<file path="src/rtl/frame_rate_meter_limiter_assert.svh">
// Assertion macros for the frame rate meter; clk and rst_n are taken from the using module.
`ifndef FRAME_RATE_METER_LIMITER_ASSERT_SVH
`define FRAME_RATE_METER_LIMITER_ASSERT_SVH

// Consequent must hold in the same cycle as the antecedent.
`define FRML_ASSERT_SAME(label, ante, cons, msg) \
  label: assert property (@(posedge clk) disable iff (!rst_n) (ante) |-> (cons)) \
    else $error(msg);

// Consequent must hold in the cycle after the antecedent.
`define FRML_ASSERT_NEXT(label, ante, cons, msg) \
  label: assert property (@(posedge clk) disable iff (!rst_n) (ante) |=> (cons)) \
    else $error(msg);

`endif

</file>
<file path="src/rtl/frml_pkg.sv">
package frml_pkg;

  localparam int WINDOW_DEF     = 100;
  localparam int TIME_W         = 32;
  localparam int MAX_FPS_W      = 10;
  localparam int FPS_W          = 25;
  localparam int FRAME_W        = 16;
  localparam int DELAY_W        = 10;
  localparam int RATE_SCALE     = 256000;  // 1000 ms per second, scaled by 2^8
  localparam int PERIOD_MS      = 1000;
  localparam int MAX_FPS_RST    = 60;
  localparam int FPS_DEFAULT_Q8 = 60 * 256;
  localparam int FPS_MAX_Q8     = (1 << FPS_W) - 1;
  localparam int SCALE_W        = 18;      // bits of RATE_SCALE

  localparam logic REQ_BEGIN = 1'b0;
  localparam logic REQ_END   = 1'b1;

  typedef struct packed {
    logic busy;
    logic done;
  } div_sts_t;

endpackage

</file>
<file path="src/rtl/frml_if.sv">
interface frml_in_if;
  logic                          valid;
  logic                          ready;
  logic                          req_type;
  logic [frml_pkg::TIME_W-1:0]   now_ms;

  modport source (output valid, req_type, now_ms, input ready);
  modport sink   (input valid, req_type, now_ms, output ready);
endinterface

interface frml_out_if;
  logic                          valid;
  logic                          ready;
  logic [frml_pkg::FPS_W-1:0]    fps_q8;
  logic [frml_pkg::FRAME_W-1:0]  frame_time_ms;
  logic [frml_pkg::DELAY_W-1:0]  delay_ms;

  modport source (output valid, fps_q8, frame_time_ms, delay_ms, input ready);
  modport sink   (input valid, fps_q8, frame_time_ms, delay_ms, output ready);
endinterface

interface frml_cfg_if;
  logic                            valid;
  logic                            ready;
  logic [frml_pkg::MAX_FPS_W-1:0]  max_fps;

  modport source (output valid, max_fps, input ready);
  modport sink   (input valid, max_fps, output ready);
endinterface

</file>
<file path="src/rtl/frml_ram.sv">
module frml_ram #(
  parameter int WIDTH = 16,
  parameter int DEPTH = 100,
  localparam int ADDR_W = (DEPTH > 1) ? $clog2(DEPTH) : 1
) (
  input  logic              clk,
  input  logic              we,
  input  logic [ADDR_W-1:0] waddr,
  input  logic [WIDTH-1:0]  wdata,
  input  logic              re,
  input  logic [ADDR_W-1:0] raddr,
  output logic [WIDTH-1:0]  rdata
);

  logic [WIDTH-1:0] mem [DEPTH];
  logic [WIDTH-1:0] rdata_r;

  always_ff @(posedge clk) begin
    if (we) begin
      mem[waddr] <= wdata;
    end
    if (re) begin
      rdata_r <= mem[raddr];
    end
  end

  assign rdata = rdata_r;

endmodule

</file>
<file path="src/rtl/frml_div.sv">
// Restoring divider, one quotient bit per cycle.
module frml_div #(
  parameter int N_W = 25,
  parameter int D_W = 23
) (
  input  logic                clk,
  input  logic                rst_n,
  input  logic                start,
  input  logic [N_W-1:0]      dividend,
  input  logic [D_W-1:0]      divisor,
  output logic [N_W-1:0]      quotient,
  output frml_pkg::div_sts_t  sts
);

  localparam int CNT_W = $clog2(N_W + 1);

  logic             busy_r;
  logic             done_r;
  logic [CNT_W-1:0] cnt_r;
  logic [N_W-1:0]   dvd_r;
  logic [D_W-1:0]   dvs_r;
  logic [D_W-1:0]   rem_r;

  logic [D_W:0]     trial;
  logic             qbit;
  logic [D_W-1:0]   rem_nxt;

  always_comb begin
    trial   = {rem_r, dvd_r[N_W-1]};
    qbit    = (trial >= {1'b0, dvs_r});
    rem_nxt = qbit ? D_W'(trial - {1'b0, dvs_r}) : trial[D_W-1:0];
  end

  always_ff @(posedge clk) begin
    if (!rst_n) begin
      busy_r <= 1'b0;
      done_r <= 1'b0;
      cnt_r  <= '0;
    end else begin
      if (start) begin
        busy_r <= 1'b1;
        done_r <= 1'b0;
        cnt_r  <= CNT_W'(N_W);
      end else if (busy_r) begin
        cnt_r  <= cnt_r - 1'b1;
        busy_r <= (cnt_r != CNT_W'(1));
        done_r <= (cnt_r == CNT_W'(1));
      end else begin
        done_r <= 1'b0;
      end
    end
  end

  always_ff @(posedge clk) begin
    if (start) begin
      rem_r <= '0;
      dvd_r <= dividend;
      dvs_r <= divisor;
    end else if (busy_r) begin
      rem_r <= rem_nxt;
      dvd_r <= {dvd_r[N_W-2:0], qbit};
    end
  end

  assign quotient = dvd_r;
  assign sts.busy = busy_r;
  assign sts.done = done_r;

endmodule

</file>
<file path="src/rtl/frame_rate_meter_limiter.sv">
// Frame rate meter and limiter. A frame-begin transaction only records its time and gives no
// result. A frame-end transaction stores its interval in a ring of the last WINDOW intervals
// (a RAM read in the accepting cycle and written back in the next) and then runs the divisions
// on one shared bit-serial divider: the frame period 1000/max_fps and, while the interval sum
// is nonzero, the rate 256000*count/sum. After a frame end in_ch.ready stays low until the
// result is loaded into the output register, so no new transaction is accepted while the
// divisions run; a result still waiting there for out_ch.ready holds off that load. The ring
// needs no clearing after reset; only entries already written are ever used. The output
// register holds one result while the next frame is being processed. The user is to write
// max_fps through cfg_ch only while the block is idle; the block itself does not enforce this.
`include "frame_rate_meter_limiter_assert.svh"

module frame_rate_meter_limiter #(
  parameter int WINDOW = frml_pkg::WINDOW_DEF
) (
  input logic        clk,
  input logic        rst_n,
  frml_in_if.sink    in_ch,
  frml_out_if.source out_ch,
  frml_cfg_if.sink   cfg_ch
);

  localparam int IDX_W   = (WINDOW > 1) ? $clog2(WINDOW) : 1;
  localparam int CNT_W   = $clog2(WINDOW + 1);
  localparam int SUM_W   = frml_pkg::FRAME_W + CNT_W;
  localparam int NUM_W   = (frml_pkg::SCALE_W + CNT_W > frml_pkg::FPS_W) ?
                           frml_pkg::SCALE_W + CNT_W : frml_pkg::FPS_W;
  localparam int TIME_W  = frml_pkg::TIME_W;
  localparam int FRAME_W = frml_pkg::FRAME_W;

  localparam logic [2:0] S_IDLE = 3'd0;
  localparam logic [2:0] S_UPD  = 3'd1;
  localparam logic [2:0] S_PER  = 3'd2;
  localparam logic [2:0] S_FPS  = 3'd3;
  localparam logic [2:0] S_OUT  = 3'd4;

  logic [2:0]                     state_r;
  logic [frml_pkg::MAX_FPS_W-1:0] max_fps_r;
  logic [SUM_W-1:0]               sum_r;
  logic [IDX_W-1:0]               widx_r;
  logic [CNT_W-1:0]               cnt_r;
  logic [TIME_W-1:0]              prev_end_r;
  logic                           seen_end_r;
  logic [TIME_W-1:0]              start_ms_r;
  logic [TIME_W-1:0]              now_r;
  logic [FRAME_W-1:0]             gap_r;
  logic [NUM_W-1:0]               num_r;
  logic [frml_pkg::FPS_W-1:0]     fps_r;
  logic [frml_pkg::DELAY_W-1:0]   delay_r;
  logic                           out_valid_r;
  logic [frml_pkg::FPS_W-1:0]     out_fps_r;
  logic [FRAME_W-1:0]             out_frame_r;
  logic [frml_pkg::DELAY_W-1:0]   out_delay_r;

  logic                 in_acc;
  logic                 end_acc;
  logic [TIME_W-1:0]    diff;
  logic [FRAME_W-1:0]   gap_nxt;
  logic                 ring_full;
  logic [FRAME_W-1:0]   old_gap;
  logic [SUM_W-1:0]     sum_nxt;
  logic [CNT_W-1:0]     cnt_nxt;
  logic [TIME_W-1:0]    busy_ms;
  logic [TIME_W-1:0]    period;
  logic [frml_pkg::DELAY_W-1:0] delay_nxt;
  logic [frml_pkg::FPS_W-1:0]   fps_sat;
  logic                 out_load;

  logic                 div_start;
  logic [NUM_W-1:0]     div_dvd;
  logic [SUM_W-1:0]     div_dvs;
  logic [NUM_W-1:0]     div_q;
  frml_pkg::div_sts_t   div_sts;

  assign in_acc   = in_ch.valid && in_ch.ready;
  assign end_acc  = in_acc && (in_ch.req_type == frml_pkg::REQ_END);
  assign in_ch.ready  = (state_r == S_IDLE);
  assign cfg_ch.ready = 1'b1;

  // Interval since the previous end, saturated; zero for the first end.
  always_comb begin
    diff    = in_ch.now_ms - prev_end_r;
    gap_nxt = '0;
    if (seen_end_r) begin
      gap_nxt = (|diff[TIME_W-1:FRAME_W]) ? {FRAME_W{1'b1}} : diff[FRAME_W-1:0];
    end
  end

  // Running sum: drop the oldest interval once the ring is full.
  always_comb begin
    ring_full = (cnt_r == CNT_W'(WINDOW));
    sum_nxt   = sum_r + SUM_W'(gap_r) - (ring_full ? SUM_W'(old_gap) : '0);
    cnt_nxt   = ring_full ? cnt_r : cnt_r + 1'b1;
  end

  always_comb begin
    busy_ms   = now_r - start_ms_r;
    period    = TIME_W'(div_q);
    delay_nxt = (period > busy_ms) ? frml_pkg::DELAY_W'(period - busy_ms) : '0;
    fps_sat   = (div_q > NUM_W'(frml_pkg::FPS_MAX_Q8)) ?
                frml_pkg::FPS_W'(frml_pkg::FPS_MAX_Q8) : div_q[frml_pkg::FPS_W-1:0];
  end

  always_comb begin
    div_start = 1'b0;
    div_dvd   = num_r;
    div_dvs   = sum_r;
    case (state_r)
      S_UPD: begin
        div_start = 1'b1;
        div_dvd   = NUM_W'(frml_pkg::PERIOD_MS);
        div_dvs   = (max_fps_r == '0) ? SUM_W'(1) : SUM_W'(max_fps_r);
      end
      S_PER: begin
        div_start = div_sts.done && (sum_r != '0);
      end
      default: begin
        div_start = 1'b0;
      end
    endcase
  end

  assign out_load = (state_r == S_OUT) && (!out_valid_r || out_ch.ready);

  frml_ram #(
    .WIDTH (FRAME_W),
    .DEPTH (WINDOW)
  ) u_ring (
    .clk   (clk),
    .we    (state_r == S_UPD),
    .waddr (widx_r),
    .wdata (gap_r),
    .re    (end_acc),
    .raddr (widx_r),
    .rdata (old_gap)
  );

  frml_div #(
    .N_W (NUM_W),
    .D_W (SUM_W)
  ) u_div (
    .clk      (clk),
    .rst_n    (rst_n),
    .start    (div_start),
    .dividend (div_dvd),
    .divisor  (div_dvs),
    .quotient (div_q),
    .sts      (div_sts)
  );

  always_ff @(posedge clk) begin
    if (!rst_n) begin
      state_r     <= S_IDLE;
      max_fps_r   <= frml_pkg::MAX_FPS_W'(frml_pkg::MAX_FPS_RST);
      sum_r       <= '0;
      widx_r      <= '0;
      cnt_r       <= '0;
      prev_end_r  <= '0;
      seen_end_r  <= 1'b0;
      start_ms_r  <= '0;
      out_valid_r <= 1'b0;
    end else begin
      if (cfg_ch.valid && cfg_ch.ready) begin
        max_fps_r <= cfg_ch.max_fps;
      end
      if (out_load) begin
        out_valid_r <= 1'b1;
      end else if (out_ch.ready) begin
        out_valid_r <= 1'b0;
      end
      case (state_r)
        S_IDLE: begin
          if (in_acc && (in_ch.req_type == frml_pkg::REQ_BEGIN)) begin
            start_ms_r <= in_ch.now_ms;
          end
          if (end_acc) begin
            prev_end_r <= in_ch.now_ms;
            seen_end_r <= 1'b1;
            state_r    <= S_UPD;
          end
        end
        S_UPD: begin
          sum_r   <= sum_nxt;
          cnt_r   <= cnt_nxt;
          widx_r  <= (widx_r == IDX_W'(WINDOW - 1)) ? '0 : widx_r + 1'b1;
          state_r <= S_PER;
        end
        S_PER: begin
          if (div_sts.done) begin
            state_r <= (sum_r == '0) ? S_OUT : S_FPS;
          end
        end
        S_FPS: begin
          if (div_sts.done) begin
            state_r <= S_OUT;
          end
        end
        S_OUT: begin
          if (out_load) begin
            state_r <= S_IDLE;
          end
        end
        default: begin
          state_r <= S_IDLE;
        end
      endcase
    end
  end

  always_ff @(posedge clk) begin
    if (end_acc) begin
      now_r <= in_ch.now_ms;
      gap_r <= gap_nxt;
    end
    if (state_r == S_UPD) begin
      num_r <= NUM_W'(frml_pkg::RATE_SCALE) * NUM_W'(cnt_nxt);
    end
    if ((state_r == S_PER) && div_sts.done) begin
      delay_r <= delay_nxt;
      fps_r   <= frml_pkg::FPS_W'(frml_pkg::FPS_DEFAULT_Q8);
    end
    if ((state_r == S_FPS) && div_sts.done) begin
      fps_r <= fps_sat;
    end
    if (out_load) begin
      out_fps_r   <= fps_r;
      out_frame_r <= gap_r;
      out_delay_r <= delay_r;
    end
  end

  assign out_ch.valid         = out_valid_r;
  assign out_ch.fps_q8        = out_fps_r;
  assign out_ch.frame_time_ms = out_frame_r;
  assign out_ch.delay_ms      = out_delay_r;

  `FRML_ASSERT_SAME(a_cnt_bound, 1'b1, cnt_r <= CNT_W'(WINDOW), "sample count above window")
  `FRML_ASSERT_SAME(a_widx_bound, 1'b1, widx_r <= IDX_W'(WINDOW - 1), "ring index out of range")
  `FRML_ASSERT_SAME(a_empty_sum, cnt_r == '0, sum_r == '0, "nonzero sum with empty ring")
  `FRML_ASSERT_SAME(a_div_free, div_start, !div_sts.busy, "divider started while busy")
  `FRML_ASSERT_NEXT(a_upd_to_per, state_r == S_UPD, state_r == S_PER && div_sts.busy,
                    "period division not launched after ring update")

endmodule

</file>
<file path="src/flat_wrapper.sv">
// flat-port wrapper written by rule: the top's interface ports become plain ports
module frame_rate_meter_limiter_flat 
#(
  parameter int WINDOW = frml_pkg::WINDOW_DEF
)
  (clk, rst_n, in_ch_valid, in_ch_req_type, in_ch_now_ms, in_ch_ready, out_ch_valid, out_ch_fps_q8, out_ch_frame_time_ms, out_ch_delay_ms, out_ch_ready, cfg_ch_valid, cfg_ch_max_fps, cfg_ch_ready);
  frml_in_if in_ch_i ();
  frml_out_if out_ch_i ();
  frml_cfg_if cfg_ch_i ();
  input logic clk;
  input logic rst_n;
  input wire logic [$bits(in_ch_i.valid)-1:0] in_ch_valid;
  input wire logic [$bits(in_ch_i.req_type)-1:0] in_ch_req_type;
  input wire logic [$bits(in_ch_i.now_ms)-1:0] in_ch_now_ms;
  output wire logic [$bits(in_ch_i.ready)-1:0] in_ch_ready;
  output wire logic [$bits(out_ch_i.valid)-1:0] out_ch_valid;
  output wire logic [$bits(out_ch_i.fps_q8)-1:0] out_ch_fps_q8;
  output wire logic [$bits(out_ch_i.frame_time_ms)-1:0] out_ch_frame_time_ms;
  output wire logic [$bits(out_ch_i.delay_ms)-1:0] out_ch_delay_ms;
  input wire logic [$bits(out_ch_i.ready)-1:0] out_ch_ready;
  input wire logic [$bits(cfg_ch_i.valid)-1:0] cfg_ch_valid;
  input wire logic [$bits(cfg_ch_i.max_fps)-1:0] cfg_ch_max_fps;
  output wire logic [$bits(cfg_ch_i.ready)-1:0] cfg_ch_ready;
  assign in_ch_i.valid = in_ch_valid;
  assign in_ch_i.req_type = in_ch_req_type;
  assign in_ch_i.now_ms = in_ch_now_ms;
  assign in_ch_ready = in_ch_i.ready;
  assign out_ch_valid = out_ch_i.valid;
  assign out_ch_fps_q8 = out_ch_i.fps_q8;
  assign out_ch_frame_time_ms = out_ch_i.frame_time_ms;
  assign out_ch_delay_ms = out_ch_i.delay_ms;
  assign out_ch_i.ready = out_ch_ready;
  assign cfg_ch_i.valid = cfg_ch_valid;
  assign cfg_ch_i.max_fps = cfg_ch_max_fps;
  assign cfg_ch_ready = cfg_ch_i.ready;
  frame_rate_meter_limiter #(.WINDOW(WINDOW)) u_core (.clk(clk), .rst_n(rst_n), .in_ch(in_ch_i), .out_ch(out_ch_i), .cfg_ch(cfg_ch_i));
endmodule
</file>
<file path="config.mk">
export PLATFORM = sky130hd
export DESIGN_NAME = frame_rate_meter_limiter_flat
export DESIGN_NICKNAME = d
export VERILOG_FILES = /design/src/rtl/frml_pkg.sv /design/src/rtl/frml_if.sv /design/src/rtl/frml_ram.sv /design/src/rtl/frml_div.sv /design/src/rtl/frame_rate_meter_limiter.sv /design/src/flat_wrapper.sv
export VERILOG_INCLUDE_DIRS = /design/src /design/src/rtl
export SDC_FILE = /design/constraint.sdc
export NUM_CORES = 2
export LEC_CHECK = 0
export BUFFER_PORTS_ARGS = -buffer_cell sky130_fd_sc_hd__buf_2
export CAP_MARGIN = 10
export CORE_MARGIN = 5
export CORE_UTILIZATION = 45
export CTS_BUF_LIST = sky130_fd_sc_hd__clkbuf_8
export DETAILED_ROUTE_END_ITERATION = 6
export GPL_ROUTABILITY_DRIVEN = 0
export PLACE_DENSITY_LB_ADDON = 0.05
export SETUP_SLACK_MARGIN = 0.02
export SLEW_MARGIN = 20
export SYNTH_ARGS = -nofsm -noshare
export SYNTH_HDL_FRONTEND = slang
export SYNTH_HIERARCHICAL = 1
export SYNTH_SLANG_ARGS = --single-unit
</file>
<file path="constraint.sdc">
create_clock -name clk -period 6.5 [get_ports clk]
set_input_delay 0.325 -clock clk [delete_from_list [all_inputs] [get_ports clk]]
set_output_delay 0.325 -clock clk [all_outputs]
set_load 0.01 [all_outputs]
</file>
==> results.toml <==
[clock_network]
numCtsBuffers = 349
cts_tree = "yes"
clock_sinks = 1958
ctsHoldBuffers = 60
cts_root_buf = "clkbuf_8"
path_clk_slew_ns = 0.06
cts_max_level = 5
cts_resized = 0
cts_setup_buffers = 0
clk_latency_ns = 1.06
clock_path_buffers = 4

[finish]
post-route-util_pct = 50.87
final_nets = 5635
drive_above_1_share_pct = 21.86
area_growth_pct = 12.82

[global_routing]
grt_max_degree = 106
track_usage_pct = 22.74
grt_pass1_vias = 46690
overflow = 0
grt_pass1_wl_um = 322700
grt_antenna_before_repair = 3

[placed_design]
port_buffers = 100
hpwl_um = 135600

[die]
dieArea_mm2 = 0.1939
start_util_pct = 45.09
ios = 102
placementRows = 158
coreArea_mm2 = 0.1848
die_w_um = 440.4
die_h_um = 440.4

[hold_path]
hp-class = "in -> reg"

[synthesis]
ys_warn_count = 6
synth_area_per_cell_um2 = 16.94
syn_area_mm2 = 0.08335
synthCells = 4921

[routing]
wl_per_cell_um = 27.24
drt_first_pass_iters = 5
final_antenna_net_count = 0
drt_drc_violations_left = 0
drt_wl_total_um = 221000
drt_iter0_markers = 4125
dr_total_vias = 46070
routed_via_density = 5.679

[timing]
skew_ns = 0.07767
fin_setup_tns_ns = 0
worst_slew_pin_slew_ns = 1.149
report.final.hold_viol_count = 0
setup_violations = 0
drv_slew = 0
fin_crit_ns = 5.505
rsz0062_at_grt = "no"
relSlewSlack_pct = 23.24
fin_crit_sh_pct = 84.69
hold-worst-slack_ns = 0.1312
fmax_ghz = 0.1817

[status]
status = "completed"

[power_and_ir_drop]
finalPower_uw = 33800
power.leakage_uw = 0.03146
vdd_ir_drop_max_uv = 218.7
power_density_mw_per_mm2 = 359.4

[critical_path]
cpLargestDelayFamily = "adder cells"
crit_buf_inv = 4
crit_type = "reg -> reg"
required_ns = 7.22
cp_cell_sequence = "inv_1 -> ha_1 -> nand2_1 -> nor4_2 -> buf_4 -> nor2_1 -> fa_1 -> ha_1 -> inv_1 -> fa_1 -> fa_1 -> inv_1 -> ha_1 -> a21o_1 -> a21oi_1 -> o21bai_1 -> a21oi_1 -> o21bai_1 -> a21oi_1 -> o21bai_1 -> a21oi_1 -> xnor2_1"
cp-start-kind = "register"
crit_arrival_ns = 6.23
end_kind = "register"
path_max_fanout = 21
max_stage_delay_ns = 0.56
cp_slowest_cell = "fa_1"
crit_top_cell = "a21oi_1"

[flow_run]
drv_cap = 0
## layer usage
| layer | track usage [%] | share of wire [%] |
|---|---|---|
| met5 | 0 | 0 |
| met4 | 7.395 | 3.2 |
| met3 | 3.648 | 5.2 |
| met2 | 36.43 | 48 |
| met1 | 32.15 | 44 |
## final cells by class
| class | instances | area, µm² |
|---|---|---|
| Antenna cell | 7 | 17.52 |
| Clock buffer | 367 | 5051 |
| Clock inverter | 233 | 1041 |
| Fill cell | 15520 | 90810 |
| Inverter | 236 | 890.9 |
| Multi-Input combinational cell | 2500 | 24070 |
| Sequential cell | 1958 | 57350 |
| Tap cell | 2480 | 3103 |
| Timing Repair Buffer | 332 | 2507 |
## power breakdown
group	total, µW	switching, µW	internal (µW)
combinational	8240	4930	3310
sequential	15300	433	14900
clock	10300	4930	5330
## state kept, by name (all words and copies together), names as in the netlist, 7 cells and up
register,flops
u_core/widx_r,7
u_core/num_r,14
u_core/out_ch.delay_ms,10
u_core/cnt_r,7
u_core/sum_r,23
u_core/u_div/quotient,25
u_core/out_ch.fps_q8,25
u_core/u_div/rem_r,23
u_core/u_div/dvs_r,23
u_core/u_ring/rdata,16
u_core/delay_r,10
u_core/prev_end_r,32
u_core/fps_r,25
u_core/start_ms_r,32
u_core/out_ch.frame_time_ms,16
u_core/u_ring/mem,1600
u_core/now_r,32
u_core/max_fps_r,10
u_core/gap_r,16
## through the flow
stage / setup slack (ns) / std cells / area (µm²)
final: 0.9949 / 8113 / 94030
after global routing: 0.5472 / 8110 / 94020
after CTS: 0.9089 / 8106 / 94010
after detailed placement: 0.9401 / 7446 / 87320
after global placement: 1.006 / 7446 / 87300
after floorplan: 1.466 / 4925 / 83370
## cells in the final DEF (no fill, tap or decap), drive strengths merged, types with 22 or more instances in the layout
cell type / count
a211oi: 73
a21boi: 86
a21o: 39
a21oi: 151
a22oi: 26
a31oi: 25
and2: 57
and3: 34
buf: 272
clkbuf: 367
clkinv: 111
dfxtp: 146
dlygate4sd3: 60
edfxtp: 1812
fa: 35
ha: 175
inv: 349
mux2: 29
mux2i: 63
mux4: 440
nand2: 335
nand2b: 28
nand3: 37
nand4: 29
nor2: 259
nor2b: 53
nor3: 42
o21a: 30
o21ai: 101
o21bai: 22
o22ai: 26
xnor2: 59
xor2: 43
## final timing paths
path                                         from                        end  slack (ns)  depth (start not counted)
worst max-delay path              u_core/cnt_r[0]           u_core/num_r[24]        0.99                         22
worst min-delay path             in_ch_now_ms[13]           u_core/now_r[13]        0.13                          2
worst max register to register    u_core/cnt_r[0]           u_core/num_r[24]        0.99                         22
worst min register to register  u_core/delay_r[7]  u_core/out_ch.delay_ms[7]        0.39                          0
(Power assumes the default switching activity.)
